## config.mk

```make
export PLATFORM = sky130hd
export DESIGN_NAME = rmq_div_lane
export DESIGN_NICKNAME = d
export VERILOG_FILES = /design/src/rmq_div_lane.sv
export SDC_FILE = /design/constraint.sdc
export NUM_CORES = 2
export LEC_CHECK = 0
export BUFFER_PORTS_ARGS = -buffer_cell sky130_fd_sc_hd__buf_2
export CORE_UTILIZATION = 50
export CTS_BUF_LIST = sky130_fd_sc_hd__clkbuf_8
export DETAILED_ROUTE_END_ITERATION = 8
export PLACE_DENSITY = 0.65
export REMOVE_ABC_BUFFERS = 1
export SLEW_MARGIN = 30
export SYNTH_ARGS = -nofsm -noshare
export SYNTH_HDL_FRONTEND = slang
export SYNTH_SLANG_ARGS = --single-unit
```

## constraint.sdc

```tcl
create_clock -name clk -period 4.75 [get_ports clk]
set_input_delay 0.7125 -clock clk [delete_from_list [all_inputs] [get_ports clk]]
set_output_delay 0.7125 -clock clk [all_outputs]
set_load 0.01 [all_outputs]
```

## src/rmq_div_lane.sv

```systemverilog
// One divider lane: signed numerator shifted by the fraction, restoring divide, saturate.
`default_nettype none
module rmq_div_lane #(
  parameter int NW = 19,
  parameter int DVW = 18,
  parameter int FB = 14,
  parameter int DWP = 16
) (
  input  wire logic                  clk,
  input  wire logic                  en,
  input  wire logic signed [NW-1:0]  num,
  input  wire logic [DVW-1:0]        den,
  output logic signed [DWP-1:0]      quo
);
  localparam int QW = NW + FB;

  logic [QW-1:0]  dvd_v [0:QW];
  logic [DVW:0]   rem_v [0:QW];
  logic [DVW-1:0] den_v [0:QW];
  logic           neg_v [0:QW];
  logic [NW-1:0]  mag;

  assign mag      = num[NW-1] ? NW'(-num) : NW'(num);
  assign dvd_v[0] = {mag, {FB{1'b0}}};
  assign rem_v[0] = '0;
  assign den_v[0] = den;
  assign neg_v[0] = num[NW-1];

  // Advance one quotient bit per stage; quotient bits shift into dvd
  for (genvar i = 0; i < QW; i++) begin : g_st
    logic [DVW+1:0] tr;
    logic           ok;
    assign tr = {rem_v[i], dvd_v[i][QW-1]};
    assign ok = tr >= {2'b00, den_v[i]};
    always_ff @(posedge clk) begin
      if (en) begin
        rem_v[i+1] <= ok ? (DVW+1)'(tr - {2'b00, den_v[i]}) : (DVW+1)'(tr);
        dvd_v[i+1] <= {dvd_v[i][QW-2:0], ok};
        den_v[i+1] <= den_v[i];
        neg_v[i+1] <= neg_v[i];
      end
    end
  end

  // Saturate to the signed output range
  localparam logic [QW-1:0] HI = QW'((64'd1 << (DWP-1)) - 1);
  always_comb begin
    if (neg_v[QW]) begin
      quo = (dvd_v[QW] > HI) ? {1'b1, {(DWP-1){1'b0}}} : DWP'(-dvd_v[QW]);
    end else begin
      quo = (dvd_v[QW] > HI) ? {1'b0, {(DWP-1){1'b1}}} : DWP'(dvd_v[QW]);
    end
  end
endmodule
`default_nettype wire

```

* Word-level counts from Yosys, hierarchy flattened
Index checks and enable logic that the tools add are counted.
** Cells by class
- $add $sub $neg :: 34
- Order comparisons :: 34
- Muxes and demuxes :: 36
** Operators by type and width (number)
- $ge A20 B18 Y1 :: 32
- $mux W19 :: 32
- $sub A19 B18 Y19 :: 31
- $mux W16 :: 3
- $gt A33 B15 Y1 const B :: 1
- $neg A19 Y19 :: 1
- $sub A1 B18 Y19 :: 1
- $ge A1 B18 Y1 :: 1
- $neg A16 Y16 :: 1
- $mux W1 :: 1
** Storage, ports and cells
- Register bits after elaboration :: 1949
- Input bits :: 39
- Output and inout bits :: 16
- Word-level logic and storage cells :: 248

* Longest topological paths before layout
- Depth in word-level cells :: 4
- Mapped depth :: 14
- Mapped depth without buffers :: 13

* Worst setup path after synthesis
Ideal clock, no wire load.
- Path type :: input port to flip-flop
- Start point :: input port num[1]
- End point :: register rem_v (netlist bit g_st[1].tr[11]), data pin
- Library setup time :: 255 ps
- Arrival :: 3202 ps
- Required time :: 4495 ps
- Path slack :: 1293 ps
- Stages on the path :: 14
- Cells stage by stage :: inv_1 -> ha_1 -> nand2_1 -> or3_1 -> nand2b_1 -> or3_1 -> nand4bb_1 -> ha_1 -> clkinv_1 -> ha_1 -> inv_1 -> or3_1 -> clkbuf_1 -> and3_1
** On the way
- Cells in the longest elaborated chain, start to end :: 3
** RTL lines
- start: declaration :: RTL line 11 : input wire logic signed [NW-1:0] num,
- $neg A19 Y19 * :: RTL line 23 : assign mag = num[NW-1] ? NW'(-num) : NW'(num);
- $mux W19 * :: RTL line 23
- $sub A1 B18 Y19 or $ge A1 B18 Y1 (tied branches) :: RTL line 37, 34
- end signal: indexed assignment :: RTL line 37 : rem_v[i+1] <= ok ? (DVW+1)'(tr - {2'b00, den_v[i]}) : (DVW+1)'(tr);
- end: declaration :: RTL line 18 : logic [DVW:0] rem_v [0:QW];
Mark *: on every way between the ends. The rest lies on a longest branch, timed or not.
A chain may end at the register's enable or synchronous reset.

* Worst setup path in the final report
- Start point :: register dvd_v[22] (netlist bit)
- End point :: output port quo[3]
** On the way
- Cells in the longest elaborated chain, start to end :: 3
** RTL lines
- start: declaration :: RTL line 17 : logic [QW-1:0] dvd_v [0:QW];
- start signal: indexed assignment :: RTL line 38 : dvd_v[i+1] <= {dvd_v[i][QW-2:0], ok};
- $gt A33 B15 Y1 * :: RTL line 49, 51
- $mux W16, on equally long branches :: RTL line 51, 49
- $mux W16 * :: RTL line 48 : if (neg_v[QW]) begin
- end: declaration :: RTL line 13 : output logic signed [DWP-1:0] quo
Marks and branches as above.

==> impl_metrics.toml <==
[placement]
pre_cts_ws_ns = 0.6996
globalplace.congestion = 0.8684
hpwl_um = 130200
io_buffers = 54
placed_cell_area_sq_um = 98510

[global_route]
grt_max_degree = 128
grt_use_total = 0.1914
grt_pass1_vias = 56790
grt_overflow_total = 0
grt_pass1_wl_um = 296900
antenna_found_initial = 1

[critical_path]
critPathLaunchType = "flip-flop"
cp_max_fo = 24
cp_data_required_time_ns = 4.04
critPathKind = "flip-flop to primary output"
crit_path_end_kind = "primary output"
r2r_cells = 9
arrival_ns = 3.79

[detailed_routing]
wl_um = 184100
vias_per_cell = 5.442
dr.first_iter.drc_count = 3865
route.detailed.drc = 7
via_count = 58030
firstDrtPassIters = 8
wl_per_cell_um = 17.27
ant_nets = 0

[sta]
final_hold_viol_count = 0
whs_ns = 0.1538
min_period_over_period = 0.9489
layout_setup_ws_ns = 0.2425
drv_slew = 0
fin_worst_skew_ns = 0.08069
rsz0062_at_grt = "no"
setup_tns_ns = 0
fin_crit_ns = 4.507
setup_viol = 0
fmax_ghz = 0.2219
maxSlewHeadroom = 0.3363
worstMarginPinSlew_ns = 0.9865

[yosys]
yosys_warnings = 0
ys_types = 86
syn_inst = 7567
ys_seq_area_frac = 0.6166
async_flop_share = 0
ys.flop_type = "edfxtp_1"
synth_area_sq_um = 94920
syn_area_per_cell_sq_um = 12.54
synth_edf_count = 1949
synth-seq-cells = 1949

[min_path]
hold_class = "input port to flip-flop"
hold_path_depth = 2

[clocking]
cts.sinks = 1949
numCtsBuffers = 338
htree_levels = 5
cts-root-buf = "clkbuf_8"
clockBufferDepth = 4
cts_resized = 0
cts_tree = "yes"
clock_latency_ns = 1.05
clk_pin_slew_ns = 0.06

[die]
dieArea_sq_um = 191600
num_rows = 159
fp.dieH_um = 437.7
pin_count = 55
core_sq_um = 188200
start_util = 0.5043
fp.dieW_um = 437.7

[pwr]
finalPower_uw = 64560
p_per_area_nw_per_um2 = 616.2
p_seq_frac = 0.406
p_int_uw = 42200
p_clk_frac = 0.210
leakage_uw = 0.04136
irDropWorstVdd_mv = 0.3741
switching_share = 0.3463
switchingPower_uw = 22350
combinationalPowerShare = 0.384

[finish]
final_cell_area_sq_um = 104800
fin_nets = 8577
area_growth_pct = 10.37
layout-drive-gt1-share = 0.09098

[outcome]
violations = "DRC"
status = "finished, violations left"

[job]
max_cap_violations = 0
power groups by stage:
stage               clock network (uW)  registers [uW]  logic, uW
global route                     14800           26600      27800
finish                           13500           26200      24800
CTS                              14100           26300      24700
floorplan                            0           25600      19100
global placement                     0           26600      24000
detailed placement                   0           26600      24500
area by class of cell:
type                       instances  area, sq um
inverter                         753         2826
clock inverter                   237         1159
sequential                      1949        58530
fill                           15590        83440
timing repair buffer             153         1328
tap                             2495         3122
clock buffer                     343         4721
multi-input combinational       4732        33070
antenna                            2        5.005
cells in the mapped netlist, drive strengths merged (46+ instances only):
master  instances  area (sq um)
a21o          199          1494
a21oi         496          2486
a31oi          74         469.2
and3           71         444.2
clkbuf        106         399.1
edfxtp       1949         58530
ha            580          7257
inv           749          2811
mux2          142          1659
nand2         525          1976
nand2b        115         719.4
nand3          82         410.4
nand4          72         450.4
nor2          440          1652
nor2b          87         551.8
nor3          115         585.6
o21a           99         743.2
o21ai         534          2673
o21bai         46         345.3
o31ai          88         660.6
xnor2         254          2225
xor2          152          1331
sequential cells by signal, summed over array words and instances (netlist names):
name     flops
den_v      576
dvd_v      732
neg_v       33
g_st.tr    608
per-stage QoR:
| step | instances | utilization |
|---|---|---|
| 2_1_floorplan | 7434 | - |
| 3_3_place_gp | 10050 | 0.5233 |
| 3_5_place_dp | 10050 | 0.5235 |
| 4_1_cts | 10660 | 0.5566 |
| 5_1_grt | 10660 | 0.5566 |
| 6_report | 10660 | 0.5566 |
kinds of logic after synthesis:
group | Yosys count | share of synthesized area
flip-flops | 1949 | 0.6166
AO/OA/AOI/OAI | 1849 | 0.1214
AND/OR/NAND/NOR | 1695 | 0.08541
buffers and inverters | 886 | 0.03559
adder cells (fa/ha/maj) | 611 | 0.08300
XOR/XNOR | 406 | 0.03746
multiplexers | 171 | 0.02054
layout by cell type (no fill, tap or decap), drive strengths merged, types with 88 or more instances in the layout:
cell type / n
clkinv: 112
inv: 864
o21ai: 534
o31ai: 88
a21o: 199
clkbuf: 343
xor2: 152
a21oi: 496
nor3: 115
buf: 118
nand2: 525
xnor2: 254
nor2: 440
edfxtp: 1949
o21a: 99
nand2b: 115
mux2: 142
ha: 580
per-layer routing:
metal,GRT usage,wire length [um],up-vias
li1,-,-,28750
met1,0.2571,83860,27710
met2,0.3160,87650,1235
met3,0.03263,8065,335
met4,0.06147,4555,0
met5,0,0,-
path summary, 6_finish.rpt:
check	endpoint	slack [ns]	start
setup reg to reg	g_st[32].tr[12]	0.98	g_st[31].tr[10]
hold reg to reg	dvd_v[369]	0.38	dvd_v[401]
setup / recovery	quo[3]	0.24	dvd_v[22]
hold / removal	dvd_v[1081]	0.15	num[10]
what timing repair did:
| action | CTS | global route |
|---|---|---|
| buffers inserted | 0 | 0 |
| endpoints found under the hold margin | 34 | 0 |
| hold buffers | 35 | 0 |
worst max-delay path: stages (launching register included):
cell and delay (ns):
edfxtp_1 0.36, nor4_1 0.52, nand3_1 0.13, nor4_1 0.36, buf_4 0.24, o31ai_2 0.07, buf_4 0.21, nor2_1 0.39
a21oi_1 0.11, o22a_1 0.23, buf_2 0.14
(Power assumes the default switching activity.)
