$ cat src/rmq_sqrt.sv
// Pipelined restoring square root, one result bit per stage.
`default_nettype none
module rmq_sqrt #(
  parameter int IW = 34,
  parameter int PW = 8
) (
  input  wire logic          clk,
  input  wire logic          en,
  input  wire logic [IW-1:0] rad,
  input  wire logic [PW-1:0] pass_in,
  output logic [IW/2-1:0]    root,
  output logic [PW-1:0]      pass_out
);
  localparam int N  = IW / 2;
  localparam int RW = N + 2;

  logic [IW-1:0] rem_v [0:N];
  logic [RW-1:0] acc_r [0:N];
  logic [N-1:0]  res_v [0:N];
  logic [PW-1:0] pas_v [0:N];

  assign rem_v[0] = rad;
  assign acc_r[0] = '0;
  assign res_v[0] = '0;
  assign pas_v[0] = pass_in;

  // Advance one digit pair per stage, hold while the pipe is stalled
  for (genvar i = 0; i < N; i++) begin : g_st
    logic [RW-1:0] tr;
    logic [RW-1:0] trial;
    logic          ok;
    assign tr    = {acc_r[i][RW-3:0], rem_v[i][IW-1 -: 2]};
    assign trial = {res_v[i], 2'b01};
    assign ok    = tr >= trial;
    always_ff @(posedge clk) begin
      if (en) begin
        acc_r[i+1] <= ok ? tr - trial : tr;
        rem_v[i+1] <= {rem_v[i][IW-3:0], 2'b00};
        res_v[i+1] <= {res_v[i][N-2:0], ok};
        pas_v[i+1] <= pas_v[i];
      end
    end
  end

  assign root     = res_v[N];
  assign pass_out = pas_v[N];
endmodule
`default_nettype wire

$ cat config.mk
export PLATFORM = sky130hd
export DESIGN_NAME = rmq_sqrt
export DESIGN_NICKNAME = d
export VERILOG_FILES = /design/src/rmq_sqrt.sv
export SDC_FILE = /design/constraint.sdc
export NUM_CORES = 1
export LEC_CHECK = 0
export ABC_AREA = 1
export BUFFER_PORTS_ARGS = -buffer_cell sky130_fd_sc_hd__buf_4
export CORE_AREA = 4 4 321 323
export CTS_BUF_LIST = sky130_fd_sc_hd__clkbuf_8 sky130_fd_sc_hd__clkbuf_16
export CTS_CLUSTER_SIZE = 16
export DETAILED_ROUTE_END_ITERATION = 10
export DIE_AREA = 0 0 325 327
export GPL_ROUTABILITY_DRIVEN = 0
export HOLD_SLACK_MARGIN = 0.06
export PLACE_DENSITY_LB_ADDON = 0.2
export SYNTH_ARGS = -nofsm -noshare
export SYNTH_HDL_FRONTEND = slang
export SYNTH_SLANG_ARGS = --single-unit
$ cat constraint.sdc
create_clock -name clk -period 5.2 [get_ports clk]
set_clock_uncertainty 0.05 [all_clocks]
set_input_delay 1.04 -clock clk [delete_from_list [all_inputs] [get_ports clk]]
set_output_delay 1.04 -clock clk [all_outputs]
set_load 0.1 [all_outputs]
==> Word level (Yosys, flattened, before mapping) <==
Cells that the tools add are included.
Widths: inputs -> output; s select.
{ "word_totals": {"reg_bits": 819, "in_bits": 44, "out_inout_bits": 25, "wordCells": 116} }
{ "classes": {"n_addsub": 16, "magnitude_cmp": 17, "muxes": 16} }
{ "op_table": {"columns": ["operator", "count"], "rows": [
  ["$mux 17", 15],
  ["$ge 19x10->1", 1],
  ["$ge 19x11->1", 1],
  ["$ge 19x12->1", 1],
  ["$ge 19x13->1", 1],
  ["$ge 19x14->1", 1],
  ["$ge 19x15->1", 1],
  ["$ge 19x16->1", 1],
  ["$ge 19x17->1", 1],
  ["$ge 19x18->1", 1],
  ["$ge 19x3->1", 1],
  ["$ge 19x4->1", 1],
  ["$ge 19x5->1", 1],
  ["$ge 19x6->1", 1],
  ["$ge 19x7->1", 1],
  ["$ge 19x8->1", 1],
  ["$ge 19x9->1", 1],
  ["$sub 17x10->17", 1],
  ["$sub 17x11->17", 1],
  ["$sub 17x12->17", 1],
  ["$sub 17x13->17", 1],
  ["$sub 17x14->17", 1],
  ["$sub 17x15->17", 1],
  ["$sub 17x16->17", 1],
  ["other kinds (11)", 11]
]} }

==> Logic depth before layout (Yosys ltp) <==
Gate-level depths: netlist of run 1.
{ "logic_depth": {"ltp_word": 2, "ltp_mapped": 14, "mapped_depth_nobuf": 14} }

==> Worst setup path after synthesis of run 1 <==
Ideal clock, no wire load.
{ "synth_timing": {"path_kind": "flip-flop to output port", "startpoint": "register res_v, in the netlist root[0]", "endpoint": "output root[0]", "arrival_ps": 904, "t_required_ps": 4110, "setup_slack_ps": 3206, "path_stages_with_launch": 1, "n_path_buf": 0, "cell_sequence": "edfxtp_1"} }
{ "synth_rtl": {"columns": ["element", "line_no", "source"], "rows": [
  ["from (decl)", "19", "logic [N-1:0] res_v [0:N];"],
  ["from (signal, indexed assignment)", "39", "res_v[i+1] <= {res_v[i][N-2:0], ok};"],
  ["to (decl)", "11", "output logic [IW/2-1:0] root,"]
]} }
No word-level cell between the ends.

==> Worst setup path after layout of run 1 <==
{ "layout_timing": {"startpoint": "register acc_r[196] in the netlist's numbering", "endpoint": "register acc_r[183] in the netlist's numbering, data pin"} }
{ "layout_via": {"elab_chain_cells": 2, "elab_cells_between_ends": 3, "cone_classes": "1 x add/sub; 1 x order compare; 1 x mux"} }
{ "layout_lines": {"columns": ["element", "line_no", "source"], "rows": [
  ["from (decl)", "18", "logic [RW-1:0] acc_r [0:N];"],
  ["from (signal, indexed assignment)", "37", "acc_r[i+1] <= ok ? tr - trial : tr;"],
  ["$ge 19x9->1", "34", "assign ok = tr >= trial;"],
  ["net g_st[7].ok", "31", "logic ok;"],
  ["$mux 17", "37", null]
]} }
The timed path passes the listed nets, and every way through them passes these cells.
A chain may end at the register's enable or synchronous reset.

==> metrics.txt, run 1 <==
status=finished clean; FILL cells=9467; final setup fails=0; Slew @ Worst Pin=1.02 ns; Yosys top cell by area=edfxtp_1; Critical Path Start=acc_r[196]; clock latency on the worst-skew pair=0.67 ns; Hold Path Class=register to register; total track usage=between 10% and 20%; post-route ant nets=0; core box area=about 100000 um^2; FF-to-FF setup slack=2.37 ns; Die W=325 um; IO Pins=between 60 and 70; number of port buffers=68; Sum Neg Setup Slack=0 ns; P per Cell Area=394 nW/um^2; Reg2Reg Capture Point=acc_r[183]; critical setup path kind=register to register; DRT iter0 DRCs=around 1600; largest net degree at the start of global routing=approximately 100; Final Hold Viols=0; grt total ovfl=0; share of layout cells above drive strength 1=7.86%; Resize count post-CTS=0; dpl hpwl=roughly 57 mm; ys async rst share=0%; Synth top area share=61.4%; CP max stage delay=0.77 ns; Cell Rows=116; post-CTS setup buffer count=0; CP top delay family=simple AND/OR/NAND/NOR gates; first-pass GRT wire length=127 mm; commonest cells in the netlist=1231 x nand2_1, 815 x edfxtp_1, 679 x inv_1; FF-to-FF path depth=9; antenna cells=0; sequential-to-total area share from yosys stat=61.4%; vias=25400; Final Max Tran Viols=0; post-synthesis instance total=~4000; period utilisation layout=54.5%; CTS tree=done; RR Startpoint=acc_r[196]; Top cell by count, worst path=inv_1; RSZ-0062 raised after global routing=false; synthesis-stage register bit count=815; worst-path cell chain=ha_1 -> inv_1 -> o21ai_1 -> nor2_1 -> nand3_1 -> nor2_2 -> inv_1 -> nand2_1 -> inv_1; Routed WL=between 70 and 80 mm; footprint of the multi-input gates=roughly 12000 um^2; top_reg_cell synth=edfxtp_1; Die Ht=approximately 330 um; Pleak=20.0 nW; clock sink total=slightly above 800; root buffer cell=clkbuf_16; synthesized area=39900 um^2; maxcap violations=0; DRT Pass-1 Iters=6; Avg Synthesized Cell Area=10.1 um^2; CP Depth=9; H-tree depth=3; top-count cell post-synth=nand2_1; Crit. End Element=register; CP max-delay cell=nor2_2; P&R area growth vs syn=12.6%; routed len/inst=14.4 um; Critical Path Fanout Max=23; Post-CTS Hold Buffers=0; Final #Nets=about 4300; Clk pin slew, worst setup/hold paths=roughly 0.06 ns; Critical Path End=acc_r[183]; Fmax=0.353 GHz; vias per inst=4.67; Bufs on Longest Clock Path=3; synth warn=0; dominant cells by area after synthesis=edfxtp_1 61%, nand2_1 12%, inv_1 6.4%, ha_1 5.3%, nand3_1 2.6%; syn_nets=4148; initial antenna violation count=2; Tmin final=2.83 ns; vias in the first global route=24300; worst slack, placed=2.37 ns; Final Util=44.9%; drt drc=0; sequential cell area=24500 um^2; Die Area=roughly 110000 um^2; TritonCTS buffer count=90; CP arrival=between 3 and 4 ns; Final Cell Area=44900 um^2; Max-slew headroom=32.0%; count of different cell masters after synthesis=50; Worst Setup Start Kind=register; WP buf/inv=3; Initial Util=39.9%; Post-synth EDFFs=815; Fin Hold WS=0.328 ns; placed cell area=~42000 um^2; CP required=5.57 ns; Final WS setup=2.37 ns; Worst VDD drop=roughly 260 uV
-- stage by stage --
step	power [mW]	cells
after floorplan	10.6	3934
after global placement	11.5	5279
after detailed placement	11.6	5279
after CTS	18.0	5443
after global routing	18.8	5443
final	17.7	5443
-- logic make-up after synthesis --
logic type	synth area share, %
and+or+nand+nor	20.9
DFF	61.4
buffers and inverters	7.34
AOI/OAI and AO/OA	2.95
adders and majority gates	5.34
xor gates and xnor gates	2.09
other	0.00941
-- registers in the layout, indices dropped and copies added, names as in the netlist --
| register | count |
|---|---|
| acc_r | 254 |
| g_st.tr | 32 |
| g_st.trial | 136 |
| pas_v | 128 |
| pass_out | 8 |
| rem_v | 240 |
| root | 17 |
-- layout by cell type, fill, tap and decap left out, types with 9 or more instances in the layout --
cell,instances
or2_2,9
ha_1,170
a21oi_1,107
nor2_1,207
clkbuf_16,91
nand4_1,87
a21oi_2,9
xor2_1,65
nor3_1,41
xnor2_1,30
buf_4,81
edfxtp_1,815
inv_2,11
nand2_1,1231
o21ai_0,57
nand3b_1,30
nor2_2,10
inv_1,692
clkinv_1,28
nor2_4,16
nand2_2,22
nand3_1,210
o21ai_1,20
-- power breakdown --
part / internal, mW / switching (mW)
Clock: 3.61 / 2.62
Sequential: 8.04 / 0.363
Combinational: 1.03 / 2.01
Total: 12.7 / 5.00
-- worst reg2reg max path: stages (launching register included) --
cell and delay (ns):
edfxtp_1 0.41, ha_1 0.37, inv_1 0.16, o21ai_1 0.14, nor2_1 0.12, nand3_1 0.17
nor2_2 0.77, inv_1 0.23, nand2_1 0.13, inv_1 0.05
-- cell type report --
type / count / share of cell area, %
Multi-Input combinational cell: 2386 / 27.8
Inverter: 690 / 5.77
Sequential cell: 815 / 54.5
Timing Repair Buffer: 90 / 1.75
Tap cell: 1298 / 3.62
Clock inverter: 73 / 1.51
Clock buffer: 91 / 5.07
-- metal layers --
layer	up-vias	track usage [%]	wire, um
met5	-	0	8
li1	13200	-	-
met4	2	4.09	1440
met1	11600	21.0	38100
met3	102	2.55	4310
met2	499	23.2	34700
-- worst min path at each step --
stage	start	end	slack, ns	cells after the start
6_report	rem_v[365]	rem_v[333]	0.33	0
5_1_grt	rem_v[365]	rem_v[333]	0.34	0
4_1_cts	rem_v[365]	rem_v[333]	0.33	0
3_5_place_dp	rem_v[132]	g_st[15].tr[0]	0.35	0
3_3_place_gp	rem_v[333]	rem_v[301]	0.35	0
2_1_floorplan	rem_v[302]	g_st[10].tr[0]	0.35	0
(Power assumes the default switching activity.)
==> run 2, diff against run 1 <==
Clock period 5.2 ns to 2.3 ns, I/O delays scaled along.
==> metrics.txt, run 2 (synthesis gave the netlist of run 1 again) <==
placed cells=5383 (+2.0%); Sum Neg Setup Slack=0 ns (unchanged); Final Util=46.7% (+1.8 points); number of port buffers=68 (unchanged); TritonCTS buffer count=89 (-1.1%); Top cell by count, worst path=nand2_1; Worst VDD drop=505 uV (+98%); drt drc=0 (unchanged); Bufs on Longest Clock Path=3 (unchanged); most frequent cells in the layout=1226 x nand2_1, 815 x edfxtp_1, 695 x inv_1, 210 x nand3_1, 199 x nor2_1; maxcap violations=0 (unchanged); Die Ht=327 um (unchanged); IO Pins=69 (unchanged); H-tree depth=3 (unchanged); routed len/inst=14.4 um (-0.38%); Reg2Reg Capture Point=acc_r[156]; sink of the worst hold path=g_st[10].trial[4]; core box area=99900 um^2 (unchanged); Worst Setup Start Kind=register; vias in the first global route=25300 (+4.3%); max reg flops=254 (unchanged); RR Startpoint=acc_r[172]; Critical Path Fanout Max=4 (-83%); Max-slew headroom=66.0% (+34 points); Crit. End Element=register; vias per inst=4.70 (+0.60%); Slew @ Worst Pin=0.505 ns (-0.516 ns); vias=26400 (+3.7%); Tot Pwr=40.0 mW (+130%); Final Max Tran Viols=0 (unchanged); CP max-delay cell=edfxtp_1; Hold Path Class=input pin to register; Worst Hold Depth=1 (+1); Fin Hold WS=0.180 ns (-0.147 ns); clock sink total=815 (unchanged); Die W=325 um (unchanged); P per Cell Area=857 nW/um^2 (+120%); Cell Rows=116 (unchanged); root buffer cell=clkbuf_16; FF-to-FF path depth=10 (+1); final setup fails=0 (unchanged); Hold Path Origin=en; Tmin final=2.21 ns (-0.624 ns); total track usage=15.1% (+0.43 points); CP required=2.62 ns (-2.95 ns); FILL cells=9314 (-1.6%); Biggest register=acc_r; worst slack, placed=-0.0545 ns (-2.43 ns); Clk pin slew, worst setup/hold paths=0.06 ns (about the same); post-route ant nets=0 (unchanged); CP max stage delay=0.48 ns (-0.29 ns); FF-to-FF setup slack=0.09 ns (-2.28 ns); status=finished clean; WP buf/inv=2 (-1); grt total ovfl=0 (unchanged); RSZ-0062 raised after global routing=true; worst-path cell chain=ha_1 -> nand2_1 -> nor2_1 -> nand3_1 -> inv_1 -> nor2_2 -> nand2_1 -> buf_4 -> nand2_1 -> nand2_1; Routed WL=80.7 mm (+2.7%); period utilisation layout=96.1% (+42 points); P&R area growth vs syn=17.1%; dpl hpwl=59.1 mm (+4.1%); CP top delay family=simple AND/OR/NAND/NOR gates; Final WS setup=0.0907 ns (-2.28 ns); Pleak=20.9 nW (+4.2%); Final Hold Viols=0 (unchanged); commonest non-fill, non-tap cell in the layout=nand2_1; CTS tree=done; DRT Pass-1 Iters=5 (-1); Final Cell Area=46700 um^2 (+4.0%); placed cell area=42900 um^2 (+2.4%); Fmax=0.453 GHz (+28%); Initial Util=39.9% (unchanged); initial antenna violation count=0 (-2); DRT iter0 DRCs=1569 (-2.9%); Final #Nets=4460 (+4.0%); Die Area=106000 um^2 (unchanged); clock latency on the worst-skew pair=0.64 ns (-0.03 ns); Non-Filler Instances=5612 (+3.1%); share of layout cells above drive strength 1=11.4% (+3.5 points); first-pass GRT wire length=131 mm (+3.4%); CP arrival=2.53 ns (-0.67 ns); critical setup path kind=register to register; largest net degree at the start of global routing=79 (-24%)
-- run 2: cell types whose count changed in the layout (fill, tap and decap cells not counted), moves of 5 or more --
cell	previous run	this run
buf_12	8	29
nor2_1	207	199
nor2_2	10	18
buf_4	81	188
dlygate4sd3_1	0	43
nand2_1	1231	1226
clkinv_2	8	16
ha_2	0	7
clkinv_1	28	20
ha_4	0	10
ha_1	170	153
-- run 2: power by group --
part / internal (mW) / switching (mW)
logic: 2.66 / 4.63
clock network: 8.05 / 5.63
registers: 18.2 / 0.839
-- run 2: metal layers --
layer | routed length, um | track usage (%) | vias up
met4 | 2520 | 5.39 | 0
met2 | 36000 | 24.0 | 513
met3 | 3660 | 2.51 | 157
met5 | 0 | 0 | -
met1 | 38600 | 21.1 | 12200
li1 | - | - | 13600
-- run 2: worst max path at each step --
| stage | slack, ns | depth (start not counted) | startpoint | endpoint |
|---|---|---|---|---|
| final | 0.09 | 10 | acc_r[172] | acc_r[156] |
| after global routing | -0.01 | 10 | acc_r[140] | acc_r[128] |
| after CTS | 0.007 | 11 | acc_r[102] | acc_r[88] |
| after detailed placement | -0.05 | 8 | acc_r[160] | acc_r[141] |
| after global placement | -0.09 | 8 | acc_r[160] | acc_r[141] |
| after floorplan | 0.32 | 10 | acc_r[122] | acc_r[103] |
-- run 2: layout make-up --
cell class              instances  area (um^2)  share of cell area (%)
well taps                    1298         1620                    3.48
clock inverters                65          485                    1.04
flip-flops and latches        815        24500                    52.4
clock buffers                  93         2330                    4.99
inverters                     690         2590                    5.55
repair buffers                262         2440                    5.24
diodes                          1         2.50                 0.00536
multi-input cells            2388        12700                    27.3
-- run 2: timing repair --
item,in CTS,in global routing
setup endpoints to repair,13,169
pin swaps,1,7
cloned,0,2
buffers inserted,6,19
gates resized for setup,3,45
endpoints found under the hold margin,43,0
hold buffers,43,0
-- run 2: worst reg2reg max path, stage by stage (launching register included) --
cell and delay (ns):
edfxtp_1 0.48, ha_1 0.41, nand2_1 0.15, nor2_1 0.08
nand3_1 0.11, inv_1 0.06, nor2_2 0.15, nand2_1 0.10
buf_4 0.17, nand2_1 0.06, nand2_1 0.12
